File: config.mk
export PLATFORM = sky130hd
export DESIGN_NAME = primer_window_filter_top
export DESIGN_NICKNAME = d
export VERILOG_FILES = /design/src/design/pwf_pkg.sv /design/src/design/pwf_window.sv /design/src/design/pwf_check.sv /design/src/design/primer_window_filter_top.sv
export SDC_FILE = /design/constraint.sdc
export NUM_CORES = 1
export LEC_CHECK = 0
export BUFFER_PORTS_ARGS = -buffer_cell sky130_fd_sc_hd__clkbuf_2
export CORE_ASPECT_RATIO = 0.9
export CORE_UTILIZATION = 40
export CTS_BUF_LIST = sky130_fd_sc_hd__clkbuf_16
export DETAILED_ROUTE_END_ITERATION = 10
export HOLD_SLACK_MARGIN = 0.02
export PLACE_DENSITY = 0.57
export SYNTH_ARGS = -nofsm -noshare
export SYNTH_HDL_FRONTEND = slang
export SYNTH_SLANG_ARGS = --single-unit
File: constraint.sdc
create_clock -name clock -period 12.2 [get_ports clock]
set_clock_uncertainty 0.15 [all_clocks]
set_input_delay 0.61 -clock clock [delete_from_list [all_inputs] [get_ports clock]]
set_output_delay 0.61 -clock clock [all_outputs]
set_load 0.03 [all_outputs]
File: src/design/pwf_pkg.sv
// Shared types and constants for the primer window filter.
// Used by pwf_window, pwf_check and primer_window_filter_top; no dependencies.
package pwf_pkg;

   localparam int WINDOW_LEN = 20;
   localparam int POS_BITS   = 16;
   localparam int WIN_W      = 2 * WINDOW_LEN;
   localparam int LEN_W      = 16;
   localparam int GC_W       = 5;
   localparam int TM_W       = 14;
   localparam int TM_OUT_W   = 13;
   localparam int RUN_W      = 5;
   localparam int CSR_IDX_W  = 3;
   localparam int CSR_DATA_W = 14;
   localparam int TM_BASE    = 3128;
   localparam int TM_STEP    = 205;

   localparam int REQ_TDATA_W = ((2 + LEN_W + 7) / 8) * 8;
   localparam int RSP_TDATA_W = ((POS_BITS + WIN_W + GC_W + TM_OUT_W + 7) / 8) * 8;

   localparam logic [GC_W-1:0]  MIN_GC_RST    = GC_W'(9);
   localparam logic [GC_W-1:0]  MAX_GC_RST    = GC_W'(11);
   localparam logic [TM_W-1:0]  MIN_TM_RST    = TM_W'(5240);
   localparam logic [TM_W-1:0]  MAX_TM_RST    = TM_W'(5540);
   localparam logic [RUN_W-1:0] RUN_LIMIT_RST = RUN_W'(3);

   typedef enum logic [CSR_IDX_W-1:0] {
      CSR_MIN_GC    = 3'd0,
      CSR_MAX_GC    = 3'd1,
      CSR_MIN_TM    = 3'd2,
      CSR_MAX_TM    = 3'd3,
      CSR_RUN_LIMIT = 3'd4,
      CSR_REJ_START = 3'd5,
      CSR_REJ_ENDS  = 3'd6
   } csr_index_type;

   typedef struct packed {
      logic [GC_W-1:0]  min_gc;
      logic [GC_W-1:0]  max_gc;
      logic [TM_W-1:0]  min_tm;
      logic [TM_W-1:0]  max_tm;
      logic [RUN_W-1:0] run_limit;
      logic             rej_start;
      logic             rej_ends;
   } cfg_type;

   typedef struct packed {
      logic [POS_BITS-1:0] offset;
      logic [WIN_W-1:0]    bases;
   } cand_type;

   typedef struct packed {
      logic [TM_OUT_W-1:0] tm;
      logic [GC_W-1:0]     gc;
      logic [WIN_W-1:0]    bases;
      logic [POS_BITS-1:0] offset;
   } rsp_type;

   function automatic logic is_gc(input logic [1:0] b);
      return b[0] ^ b[1];
   endfunction

endpackage

File: src/design/pwf_window.sv
// Segment tracking and sliding base window; registers each full window of a segment whose stated length is at least
// 2*WINDOW_LEN bases as a candidate. Depends on pwf_pkg.
module pwf_window (
   input  logic                          clock,
   input  logic                          reset,
   input  logic                          in_valid,
   output logic                          in_ready,
   input  logic [1:0]                    base,
   input  logic                          segment_first,
   input  logic [pwf_pkg::LEN_W-1:0]     segment_length,
   output logic                          cand_valid,
   input  logic                          cand_ready,
   output pwf_pkg::cand_type             cand
);

   logic [pwf_pkg::POS_BITS-1:0] seen_ff, seen_in, seen_base, seen_next;
   logic [pwf_pkg::WIN_W-1:0]    win_ff, win_in, win_base, win_shift;
   logic                         lenok_ff, lenok_in;
   logic                         valid_ff;
   pwf_pkg::cand_type            cand_ff, cand_in;
   logic                         sat, hit, accept;

   assign accept   = in_valid && in_ready;
   assign in_ready = !valid_ff || cand_ready;

   always_comb begin
      seen_base = segment_first ? '0 : seen_ff;
      win_base  = segment_first ? '0 : win_ff;
      lenok_in  = segment_first ?
                  (segment_length >= pwf_pkg::LEN_W'(2 * pwf_pkg::WINDOW_LEN)) : lenok_ff;
      sat       = &seen_base;
      seen_next = seen_base + pwf_pkg::POS_BITS'(1);
      win_shift = {win_base[pwf_pkg::WIN_W-3:0], base};
      seen_in   = sat ? seen_base : seen_next;
      win_in    = sat ? win_base : win_shift;
      hit       = !sat && lenok_in &&
                  (seen_next >= pwf_pkg::POS_BITS'(pwf_pkg::WINDOW_LEN));
      cand_in.offset = seen_next - pwf_pkg::POS_BITS'(pwf_pkg::WINDOW_LEN);
      cand_in.bases  = win_shift;
   end

   always_ff @(posedge clock) begin
      if (reset) begin
         seen_ff  <= '0;
         win_ff   <= '0;
         lenok_ff <= 1'b0;
         valid_ff <= 1'b0;
      end else if (accept) begin
         seen_ff  <= seen_in;
         win_ff   <= win_in;
         lenok_ff <= lenok_in;
         valid_ff <= hit;
      end else if (cand_ready) begin
         valid_ff <= 1'b0;
      end
   end

   always_ff @(posedge clock) begin
      if (accept && hit) begin
         cand_ff <= cand_in;
      end
   end

   assign cand_valid = valid_ff;
   assign cand       = cand_ff;

endmodule

File: src/design/pwf_check.sv
// Window tests (G/C count, Tm, start/end bases, base runs) and the result register.
// Depends on pwf_pkg.
module pwf_check (
   input  logic              clock,
   input  logic              reset,
   input  pwf_pkg::cfg_type  cfg,
   input  logic              cand_valid,
   output logic              cand_ready,
   input  pwf_pkg::cand_type cand,
   output logic              rsp_valid,
   input  logic              rsp_ready,
   output pwf_pkg::rsp_type  rsp
);

   localparam int WL = pwf_pkg::WINDOW_LEN;

   logic [1:0]                 b [WL];
   logic [WL-1:1]              eq;
   logic [WL:0]                hit;
   logic [pwf_pkg::GC_W-1:0]   gc;
   logic [pwf_pkg::TM_W-1:0]   tm;
   logic                       run_rej, start_rej, ends_rej, pass;
   logic                       valid_ff;
   pwf_pkg::rsp_type           rsp_ff, rsp_in;

   always_comb begin
      logic all_eq;
      gc = '0;
      for (int i = 0; i < WL; i++) begin
         b[i] = cand.bases[2*(WL-1-i) +: 2];
         gc   = gc + pwf_pkg::GC_W'(pwf_pkg::is_gc(b[i]));
      end
      for (int i = 1; i < WL; i++) begin
         eq[i] = (b[i] == b[i-1]);
      end
      hit    = '0;
      hit[0] = 1'b1;
      hit[1] = 1'b1;
      for (int k = 2; k <= WL; k++) begin
         for (int s = 0; s <= WL - k; s++) begin
            all_eq = 1'b1;
            for (int j = 1; j < k; j++) begin
               all_eq = all_eq & eq[s+j];
            end
            hit[k] = hit[k] | all_eq;
         end
      end
   end

   always_comb begin
      tm        = pwf_pkg::TM_W'(pwf_pkg::TM_BASE)
                + pwf_pkg::TM_W'(gc) * pwf_pkg::TM_W'(pwf_pkg::TM_STEP);
      run_rej   = (32'(cfg.run_limit) <= WL) ? hit[cfg.run_limit] : 1'b0;
      start_rej = cfg.rej_start && pwf_pkg::is_gc(b[0]) && pwf_pkg::is_gc(b[1])
                  && pwf_pkg::is_gc(b[2]);
      ends_rej  = cfg.rej_ends && (!pwf_pkg::is_gc(b[0]) || !pwf_pkg::is_gc(b[WL-1]));
      pass      = (gc >= cfg.min_gc) && (gc <= cfg.max_gc)
               && (tm >= cfg.min_tm) && (tm <= cfg.max_tm)
               && !run_rej && !start_rej && !ends_rej;
      rsp_in.tm     = tm[pwf_pkg::TM_OUT_W-1:0];
      rsp_in.gc     = gc;
      rsp_in.bases  = cand.bases;
      rsp_in.offset = cand.offset;
   end

   assign cand_ready = !valid_ff || rsp_ready;

   always_ff @(posedge clock) begin
      if (reset) begin
         valid_ff <= 1'b0;
      end else if (cand_valid && cand_ready) begin
         valid_ff <= pass;
      end else if (rsp_ready) begin
         valid_ff <= 1'b0;
      end
   end

   always_ff @(posedge clock) begin
      if (cand_valid && cand_ready && pass) begin
         rsp_ff <= rsp_in;
      end
   end

   assign rsp_valid = valid_ff;
   assign rsp       = rsp_ff;

   a_tm_formula: assert property (@(posedge clock) disable iff (reset)
      rsp_valid |-> rsp.tm == pwf_pkg::TM_OUT_W'(pwf_pkg::TM_BASE
                              + pwf_pkg::TM_STEP * int'(rsp.gc)))
      else $error("result Tm does not match its G/C count");

   a_gc_bounds: assert property (@(posedge clock) disable iff (reset)
      rsp_valid |-> (rsp.gc >= cfg.min_gc) && (rsp.gc <= cfg.max_gc))
      else $error("result G/C count outside bounds");

   a_ends_gc: assert property (@(posedge clock) disable iff (reset)
      rsp_valid && cfg.rej_ends |->
         pwf_pkg::is_gc(rsp.bases[pwf_pkg::WIN_W-1 -: 2]) && pwf_pkg::is_gc(rsp.bases[1:0]))
      else $error("result window ends in A or T");

   a_reset_idle: assert property (@(posedge clock)
      reset |=> !rsp_valid)
      else $error("result valid right after reset");

endmodule

File: src/design/primer_window_filter_top.sv
// Top level of the primer window filter: control registers, window stage, check stage.
// Depends on pwf_pkg, pwf_window and pwf_check.
// A result is registered first in the window register and then in the result register after the
// transfer of the base that completes its window.
// Throughput: one base per cycle; the window register and the result register form a
// two-stage pipeline, stalled only by rsp_tready.
// Reset (synchronous, active high) clears the window, base count and length flag, empties
// both stages and restores the control registers to their default values.
module primer_window_filter_top (
   input  logic                              clock,
   input  logic                              reset,
   input  logic                              req_tvalid,
   output logic                              req_tready,
   input  logic [pwf_pkg::REQ_TDATA_W-1:0]   req_tdata,  // base[1:0], segment_length[17:2]
   input  logic                              req_tuser,  // segment_first
   output logic                              rsp_tvalid,
   input  logic                              rsp_tready,
   output logic [pwf_pkg::RSP_TDATA_W-1:0]   rsp_tdata,  // window_offset[15:0],
                                                         // window_bases[55:16],
                                                         // gc_count[60:56], tm_centi[73:61]
   input  logic                              csr_we,
   input  logic [pwf_pkg::CSR_IDX_W-1:0]     csr_index,
   input  logic [pwf_pkg::CSR_DATA_W-1:0]    csr_wdata
);

   pwf_pkg::cfg_type  cfg_ff;
   pwf_pkg::cand_type cand;
   pwf_pkg::rsp_type  rsp;
   logic              cand_valid, cand_ready;

   always_ff @(posedge clock) begin
      if (reset) begin
         cfg_ff.min_gc    <= pwf_pkg::MIN_GC_RST;
         cfg_ff.max_gc    <= pwf_pkg::MAX_GC_RST;
         cfg_ff.min_tm    <= pwf_pkg::MIN_TM_RST;
         cfg_ff.max_tm    <= pwf_pkg::MAX_TM_RST;
         cfg_ff.run_limit <= pwf_pkg::RUN_LIMIT_RST;
         cfg_ff.rej_start <= 1'b1;
         cfg_ff.rej_ends  <= 1'b1;
      end else if (csr_we) begin
         unique case (pwf_pkg::csr_index_type'(csr_index))
            pwf_pkg::CSR_MIN_GC:    cfg_ff.min_gc    <= csr_wdata[pwf_pkg::GC_W-1:0];
            pwf_pkg::CSR_MAX_GC:    cfg_ff.max_gc    <= csr_wdata[pwf_pkg::GC_W-1:0];
            pwf_pkg::CSR_MIN_TM:    cfg_ff.min_tm    <= csr_wdata[pwf_pkg::TM_W-1:0];
            pwf_pkg::CSR_MAX_TM:    cfg_ff.max_tm    <= csr_wdata[pwf_pkg::TM_W-1:0];
            pwf_pkg::CSR_RUN_LIMIT: cfg_ff.run_limit <= csr_wdata[pwf_pkg::RUN_W-1:0];
            pwf_pkg::CSR_REJ_START: cfg_ff.rej_start <= csr_wdata[0];
            pwf_pkg::CSR_REJ_ENDS:  cfg_ff.rej_ends  <= csr_wdata[0];
            default: ;
         endcase
      end
   end

   pwf_window u_window (
      .clock          (clock),
      .reset          (reset),
      .in_valid       (req_tvalid),
      .in_ready       (req_tready),
      .base           (req_tdata[1:0]),
      .segment_first  (req_tuser),
      .segment_length (req_tdata[pwf_pkg::LEN_W+1:2]),
      .cand_valid     (cand_valid),
      .cand_ready     (cand_ready),
      .cand           (cand)
   );

   pwf_check u_check (
      .clock      (clock),
      .reset      (reset),
      .cfg        (cfg_ff),
      .cand_valid (cand_valid),
      .cand_ready (cand_ready),
      .cand       (cand),
      .rsp_valid  (rsp_tvalid),
      .rsp_ready  (rsp_tready),
      .rsp        (rsp)
   );

   assign rsp_tdata = {(pwf_pkg::RSP_TDATA_W - $bits(pwf_pkg::rsp_type))'(0), rsp};

endmodule

# Word-level counts from Yosys, hierarchy flattened

Cells that the tools add are included.

Register bits: 232
Input bits: 47
Output and inout port bits: 82
Word-level logic and storage cells: 486

$add $sub $neg: 22
Order comparisons: 8
Reduce and logical (&&, ||, !) cells: 38
Bitwise gates (word level): 362
Equal/unequal tests: 25
Mux-type cells: 12
$mul: 1

Operator list:

| cell                                                                | count |
|---|---|
| bitwise AND 1 bit                                                   | 171 |
| bitwise OR 1 bit                                                    | 171 |
| adder 5 x 1 -> 5 bit                                                | 18 |
| 2-to-1 mux 38 bit                                                   | 2 |
| == test 2 bit                                                       | 19 |
| 2-to-1 mux 16 bit                                                   | 2 |
| XOR 1 bit                                                           | 20 |
| adder 16 x 1 -> 16 bit (second input constant)                      | 1 |
| greater-or-equal comparator 16 x 5 -> 1 bit (second input constant) | 1 |
| greater-or-equal comparator 16 x 6 -> 1 bit (second input constant) | 1 |
| logical AND 1 bit                                                   | 16 |
| AND reduction 16 bit                                                | 1 |
| subtractor 16 x 5 -> 16 bit (second input constant)                 | 1 |
| adder 12 x 13 -> 14 bit (first input constant)                      | 1 |
| greater-or-equal comparator 14 bit                                  | 1 |
| less-or-equal comparator 14 bit                                     | 1 |
| AND reduction 2 bit                                                 | 7 |
| multiplier 5 x 8 -> 13 bit (second input constant)                  | 1 |
| == test 3 bit (second input constant)                               | 3 |
| zero test 1 bit                                                     | 8 |
| 2-to-1 mux 1 bit                                                    | 7 |
| == test 3 x 2 -> 1 bit (second input constant)                      | 2 |
| < comparator 5 x 6 -> 1 bit (second input constant)                 | 1 |
| binary-select mux 1 bit (select 5 bit)                              | 1 |
| other kinds (8)                                                     | 11 |

# Depth between registers and ports, before layout

Gate-level depths: netlist of the first run.

Word-level depth: 29
Gate-level depth with buffers: 38
Mapped depth without buffers: 37

# Cells and area by module

A second synthesis of the first run with hierarchy kept.

Cell total of the unflattened synthesis: 1423
Area, all modules: 13764.5 µm²

Modules (own cells, without submodules):

| module                   | cells an instance | area an instance (µm²) | times used | sequential area each (µm²) |
|---|---|---|---|---|
| pwf_check                | 762               | 7064.3                 | 1          | 2182.1 |
| pwf_window               | 474               | 4813.4                 | 1          | 2802.7 |
| primer_window_filter_top | 187               | 1886.8                 | 1          | 900.9 |

# Least setup slack after synthesis of the first run

Ideal clock, no wire load.

Kind: reg-to-reg
From: reg u_window.cand_ff, in the netlist u_window.cand[37]
To: reg u_check.rsp_ff, in the netlist u_check.rsp[0] (enable)
Library setup time: 0.526 ns
Data required time: 11.524 ns
Setup slack: -0.759 ns
Buffers on the path: 1
Period minus slack after synthesis: 12.959 ns
Cell stages (with the launch flop): 36
Arrival time: 12.283 ns
Cells stage by stage: edfxtp_1 -> clkbuf_1 -> xor2_1 -> ha_1 -> fa_1 -> fa_1 -> fa_1 -> inv_1 -> fa_1 -> fa_1 -> fa_1 -> fa_1 -> xnor2_1 -> ha_1 -> fa_1 -> inv_1 -> fa_1 -> inv_1 -> ha_1 -> inv_1 -> fa_1 -> inv_1 -> a21oi_1 -> o21bai_1 -> a21oi_1 -> o21bai_1 -> a21oi_1 -> nor2_1 -> xor2_1 -> ha_1 -> and4_1 -> o21ai_0 -> a21oi_1 -> o31ai_1 -> nand4_1 -> a21oi_1

Cells in the longest elaborated chain, start to end: 29
Elaborated cells on any way between the ends: 248
Classes of those cells: add/sub: 20; mul: 1; order compare: 4; eq/ne: 2; mux: 3; bitwise: 207; reduce/logical: 11

RTL lines:

| item                                  | line             | text |
|---|---|---|
| from (decl)                           | pwf_window.sv:20 | `pwf_pkg::cand_type cand_ff, cand_in;` |
| from (signal assigned)                | pwf_window.sv:60 | `cand_ff <= cand_in;` |
| XOR 1 bit *                           | pwf_pkg.sv:60    | `return b[0] ^ b[1];` |
| adder 1 x 1 -> 2 bit *                | pwf_check.sv:31  | `gc = gc + pwf_pkg::GC_W'(pwf_pkg::is_gc(b[i]));` |
| adder 5 x 1 -> 5 bit * (18 in series) | pwf_check.sv:31  |  |
| net u_check.gc, one bit               | pwf_check.sv:20  | `logic [pwf_pkg::GC_W-1:0] gc;` |
| multiplier 5 x 8 -> 13 bit *          | pwf_check.sv:52  | `+ pwf_pkg::TM_W'(gc) * pwf_pkg::TM_W'(pwf_pkg::TM_STEP);` |
| adder 12 x 13 -> 14 bit *             | pwf_check.sv:52  |  |
| net u_check.tm, one bit               | pwf_check.sv:21  | `logic [pwf_pkg::TM_W-1:0] tm;` |
| greater-or-equal comparator 14 bit    | pwf_check.sv:58  | `&& (tm >= cfg.min_tm) && (tm <= cfg.max_tm)` |
| logical AND 1 bit                     | pwf_check.sv:58  |  |
| logical AND 1 bit *                   | pwf_check.sv:58  |  |
| logical AND 1 bit * (3 in series)     | pwf_check.sv:59  | `&& !run_rej && !start_rej && !ends_rej;` |
| logical AND 1 bit *                   | pwf_check.sv:79  | `if (cand_valid && cand_ready && pass) begin` |
| to (signal assigned)                  | pwf_check.sv:80  | `rsp_ff <= rsp_in;` |
| to (decl)                             | pwf_check.sv:24  | `pwf_pkg::rsp_type rsp_ff, rsp_in;` |

The timed path passes the listed nets; every way through them passes the cells marked *. The select of a mux whose other input is x is not followed.
A chain may end at the register's enable or synchronous reset.

# Final worst setup path of the first run

From: reg u_window.cand_ff, in the netlist u_window.cand[37]
To: reg u_check.rsp_ff, in the netlist u_check.rsp[35] (enable)

The elaborated chain is that of the path after synthesis.

==> results of run 1 <==
[registers in the layout, indices dropped and copies added, names as in the netlist]
signal,flops
u_window.lenok_ff,1
u_window.win_ff,38
u_window.seen_ff,16
cfg_ff,45
u_check.rsp_valid,1
u_window.cand,56
u_check.rsp,72
u_window.cand_valid,1
[worst reg2reg max path, delay by kind of cell (launching register included)]
| kind | cells | cell delay [ns] |
|---|---|---|
| adders and majority gates | 12 | 5.38 |
| AOI/OAI and AO/OA | 11 | 1.49 |
| buffers and inverters | 8 | 1.18 |
| xor gates and xnor gates | 3 | 1.12 |
| DFF | 1 | 0.52 |
| and+or+nand+nor | 3 | 0.52 |
[layout make-up]
class | count | area, um^2
clock buffers | 26 | 651
repair buffers | 127 | 686
clock inverters | 20 | 181
well taps | 416 | 520
inverters | 83 | 312
multi-input cells | 982 | 6520
flip-flops and latches | 230 | 5890
fillers | 3077 | 17300
[kinds of logic (layout without fill, tap and decap cells)]
kind of cell,Yosys count,after routing,share of synthesized area [%]
and+or+nand+nor,524,524,19.9
adders and majority gates,95,95,10.3
DFF,230,230,45.1
xor gates and xnor gates,94,94,6.36
AOI/OAI and AO/OA,255,255,12.6
other,1,6,0.0287
buffers and inverters,171,256,5.23
muxes,8,8,0.613
[metal layers]
metal / track usage [%] / up-vias
met5: 0 / -
met1: 30.7 / 4954
met3: 3.26 / 60
met2: 32.6 / 282
li1: - / 4987
met4: 5.77 / 0
[synth_stat cells, types with 6 or more instances]
library cell / number
nand2_1: 175
edfxtp_1: 128
dfxtp_1: 102
a21oi_1: 101
inv_1: 83
nor2_1: 80
ha_1: 75
clkbuf_1: 72
nand3_1: 59
xor2_1: 53
nor2b_1: 52
xnor2_1: 40
nor3_1: 37
or3_1: 29
o21ai_0: 28
fa_1: 20
o22ai_1: 20
nand4_1: 18
and3_1: 16
a22oi_1: 14
a211o_1: 11
nand2b_1: 11
nor4_1: 11
a211oi_1: 10
a21o_1: 8
a311oi_1: 8
buf_4: 8
mux2i_1: 8
nand3b_1: 8
and2_1: 7
a31oi_1: 6
o21bai_1: 6
o22a_1: 6
[path summary, 6_finish.rpt]
kind / cells past startpoint / from / to
worst max-delay path: 37 / u_window.cand[37] / u_check.rsp[35]
worst min register to register: 0 / u_window.cand[44] / u_check.rsp[4]
worst max register to register: 37 / u_window.cand[37] / u_check.rsp[35]
worst min-delay path: 1 / req_tdata[1] / u_window.cand[1]
[metrics by stage]
stage	setup WS, ns	utilization (%)	area [um^2]
floorplan	0.845	-	13100
global placement	1.48	43.5	13900
finish	1.46	46.1	14800
detailed placement	1.35	43.5	13900
global route	0.623	46.1	14800
CTS	1.31	46.1	14800
==> impl_results.md, run 1 <==
* Core footprint at 32,000 um^2
* Post-synthesis sequential area ratio at 45.1%
* Period utilisation layout at 88.1%
* Initial antenna violation count at 0
* Synthesized instance count at 1,378
* Worst R2R Setup Slack at 1.46 ns
* Die X at 192 um
* CTS buffer count at 25
* Die Ht at 173 um
* Unrepaired setup endpoints after global routing: no
* Max incr delay on CP at 0.63 ns
* Pin count of the biggest net entering global routing at 73
* DRT met1 WL at 16.7 mm
* Die area at 33,400 um^2
* DRC Markers at 6
* Hold_buf cts at 0
* Most used cell, CP: fa_1
* Final Hold Viols at 0
* Total Routing Usage GR at 21.2%
* Bufs and invs on worst path at 8
* EDFF count, synth at 128
* # diodes at 0
* Worst hold path type: in2reg
* Vias in the first global route at 9,777
* First-pass GRT wire length at 55.4 mm
* Placed Cells at 1,838
* Yosys top cell by area: edfxtp_1
* Iter 0 DRT Violations at 935
* Area contributors post-synth: edfxtp_1 (29%), dfxtp_1 (16%), ha_1 (7.2%), nand2_1 (5.0%), a21oi_1 (3.9%)
* Critical path class: reg2reg
* CTS tree: yes
* Clock latency on the worst-skew pair at 0.54 ns
* DR vias/cell at 5.46
* Setup Fix Bufs, Post-CTS at 0
* Port-buffer cells at 113
* Status: finished with violations
* Startpoint types: flop
* Detail Route Antenna Nets at 0
* Gpl congestion at 0.933
* Commonest non-fill, non-tap cell in the layout: nand2_1
* Nets at 1,591
* Synth unique cells at 67
* Clock slew at reported path FFs at 0.06 ns
* Highest Signal Layer: met4
* Slowest CP cell: fa_1
* Layout cells sized above 1 at 12.3%
* Yosys top cell area share at 29.4%
* Synth warn at 0
* # clock sinks at 230
* Placed wire-length estimate at 24.9 mm
* Required @ worst endpoint at 12.24 ns
* Ys async rst share at 0%
* Final setup violating endpoints at 0
* Clk root buf: clkbuf_16
* Crit path capture type: flop
* Max H-tree Level at 1
* Met3 routed WL at 1.98 mm
* Failing checks: design-rule violations
* Max-cap violations at 0
* Met2 wire length at 15.7 mm
* CP delay by family, top: adder cells
* FF+latch count, synth at 230
* Cell Area, Synth at 13,100 um^2
* WL per Instance at 18.7 um
* CTS max path bufs at 3
* Fmax at 0.0931 GHz
* Final min period at 10.74 ns
* Tightest Pin Transition at 1.02 ns
* Final Non-Filler Cells at 1,884
* Gr ovfl total at 0
* Min Hold Slack at 0.109 ns
* Max Slew Vio Count at 0
* Most used cells in the layout excluding fill and tap cells: nand2_1 (175), edfxtp_1 (128), clkbuf_2 (112), dfxtp_1 (102), a21oi_1 (100)
* Via Count at 10,283
* Pre-Repair DR Iteration Count at 8
* Final WL at 35.3 mm
* IO Pins at 129
* Critical path fanouts, max at 72
* Syn-to-layout area delta at 13.0%
* Max-slew headroom at 31.7%
* CTS resizes at 0
* Setup TNS at 0 ns
* WP data arrival at 10.78 ns
* Row count at 62
* Primary FF master, synth: edfxtp_1
* Mean Syn Cell Area at 9.47 um^2
* Initial core utilization at 40.8%
Power of run 1 is not shown: default switching activity piles up to over one toggle a cycle in this logic, so the estimate is an artifact.
==> inputs of run 2 (changes only) <==
--- a/config.mk
+++ b/config.mk
@@ -7,9 +7,11 @@
 export LEC_CHECK = 0
 export BUFFER_PORTS_ARGS = -buffer_cell sky130_fd_sc_hd__clkbuf_2
 export CORE_ASPECT_RATIO = 0.9
+export CORE_MARGIN = 2
 export CORE_UTILIZATION = 40
 export CTS_BUF_LIST = sky130_fd_sc_hd__clkbuf_16
 export DETAILED_ROUTE_END_ITERATION = 10
+export GPL_ROUTABILITY_DRIVEN = 0
 export HOLD_SLACK_MARGIN = 0.02
 export PLACE_DENSITY = 0.57
 export SYNTH_ARGS = -nofsm -noshare
==> run 2 against run 1 <==
  * The flow still finishes with violations (design-rule violations)
  * Critical path depth stayed put
  * First-iteration DRC count is 0.64% lower
  * Register-to-register slack improved by 0.03 ns
  * Flip-flop and latch count unchanged
  * Hold slack gained 0.039 ns
  * Maximum frequency up 0.30%
  * Highest routed layer unchanged
==> impl_results.md, run 2 (synthesis results as in run 1) <==
* Max incr delay on CP at 0.63 ns
* Row count at 62
* Final min period at 10.71 ns
* Via Count at 10,379
* Period utilisation layout at 87.8%
* Clock latency on the worst-skew pair at 0.52 ns
* Min Hold Slack at 0.148 ns
* Area after DPL at 13,900 um^2
* Hold Path Sink: u_window.cand[1]
* Gr ovfl total at 0
* Commonest non-fill, non-tap cell in the layout: nand2_1
* Startpoint types: flop
* Hold_sp: req_tdata[1]
* Initial core utilization at 40.8%
* Max-slew headroom at 28.5%
* Layout cells sized above 1 at 12.0%
* Core footprint at 32,000 um^2
* Crit path capture type: flop
* IO Pins at 129
* Fmax at 0.0934 GHz
* Worst R2R Setup Slack at 1.49 ns
* Setup Fix Bufs, Post-CTS at 0
* Max-cap violations at 0
* Final setup violating endpoints at 0
* Die Ht at 175 um
* Biggest register: u_check.rsp
* # diodes at 0
* Failing checks: design-rule violations
* Unrepaired setup endpoints after global routing: no
* DR vias/cell at 5.52
* Worst r2r src: u_window.cand[37]
* Most used cell, CP: fa_1
* Total Routing Usage GR at 19.6%
* Placed wire-length estimate at 23.7 mm
* Critical path class: reg2reg
* CTS max path bufs at 3
* Clk root buf: clkbuf_16
* Max reg flops at 72
* # clock sinks at 230
* Worst hold path type: in2reg
* Critical path fanouts, max at 72
* Clock slew at reported path FFs at 0.06 ns
* Bufs and invs on worst path at 8
* Fin area at 14,700 um^2
* Tightest Pin Transition at 1.07 ns
* Hold_buf cts at 0
* CTS tree: yes
* Slowest CP cell: fa_1
* Nets at 1,589
* Vias in the first global route at 9,738
* Final Hold Viols at 0
* Most used cells in the layout excluding fill and tap cells: nand2_1 (175), edfxtp_1 (128), clkbuf_2 (112), dfxtp_1 (102), a21oi_1 (100)
* Port-buffer cells at 113
* Placed Cells at 1,836
* Initial antenna violation count at 0
* WL per Instance at 17.9 um
* Setup TNS at 0 ns
* Final Non-Filler Cells at 1,881
* Max H-tree Level at 1
* FF-to-FF End: u_check.rsp[43]
* Die area at 34,100 um^2
* Min-Delay Path Depth at 1
* DRC Markers at 3
* Detail Route Antenna Nets at 0
* Max Slew Vio Count at 0
* Status: finished with violations
* Required @ worst endpoint at 12.20 ns
* R2R depth at 37
* CTS resizes at 0
* Die X at 194 um
* Pin count of the biggest net entering global routing at 73
* CP delay by family, top: adder cells
* Pre-Repair DR Iteration Count at 10
* WP data arrival at 10.71 ns
* Syn-to-layout area delta at 12.6%
* Iter 0 DRT Violations at 929
* First-pass GRT wire length at 53.7 mm
* Final WL at 33.7 mm
* CTS buffer count at 25
==> run 2: per-stage QoR <==
| step | setup slack, ns | utilization (%) |
|---|---|---|
| finish | 1.49 | 45.9 |
| global route | 0.752 | 45.9 |
| CTS | 1.39 | 45.9 |
| detailed placement | 1.46 | 43.4 |
| global placement | 1.45 | 43.4 |
| floorplan | 0.845 | - |
==> run 2: area by class of cell <==
| class | count | area [um^2] |
|---|---|---|
| timing repair buffer | 125 | 671 |
| inverter | 83 | 312 |
| clock inverter | 20 | 173 |
| multi-input combinational | 982 | 6520 |
| fill | 3093 | 17300 |
| clock buffer | 25 | 626 |
| tap | 416 | 520 |
| sequential | 230 | 5890 |
==> run 2: worst max-delay path by stage <==
stage	from	to	slack, ns	cells after the start
6_report	u_window.cand[37]	u_check.rsp[43]	1.49	37
5_1_grt	u_window.cand[39]	u_check.rsp[43]	0.75	37
4_1_cts	u_window.cand[37]	u_check.rsp[44]	1.39	37
3_5_place_dp	u_window.cand[37]	u_check.rsp[44]	1.46	37
3_3_place_gp	u_window.cand[37]	u_check.rsp[41]	1.45	37
2_1_floorplan	u_window.cand[37]	u_check.rsp[0]	0.85	35
==> run 2: per-layer routing <==
layer	vias to the layer above	global-route usage [%]	part of all wire (%)
li1	5004	-	-
met1	4880	28.6	47
met2	412	30.1	45
met3	83	2.63	6.1
met4	0	6.12	2.7
met5	-	0	0
==> run 2: worst register-to-register path: cells and delay by family, from the launching register on <==
| family | cells | cell delay (ns) |
|---|---|---|
| compound gates | 11 | 1.47 |
| fa+ha+maj | 12 | 5.34 |
| flops | 1 | 0.52 |
| simple gates | 3 | 0.51 |
| xor+xnor | 3 | 1.12 |
| buf+inv | 8 | 1.18 |
Power of run 2 is left out for the same reason.
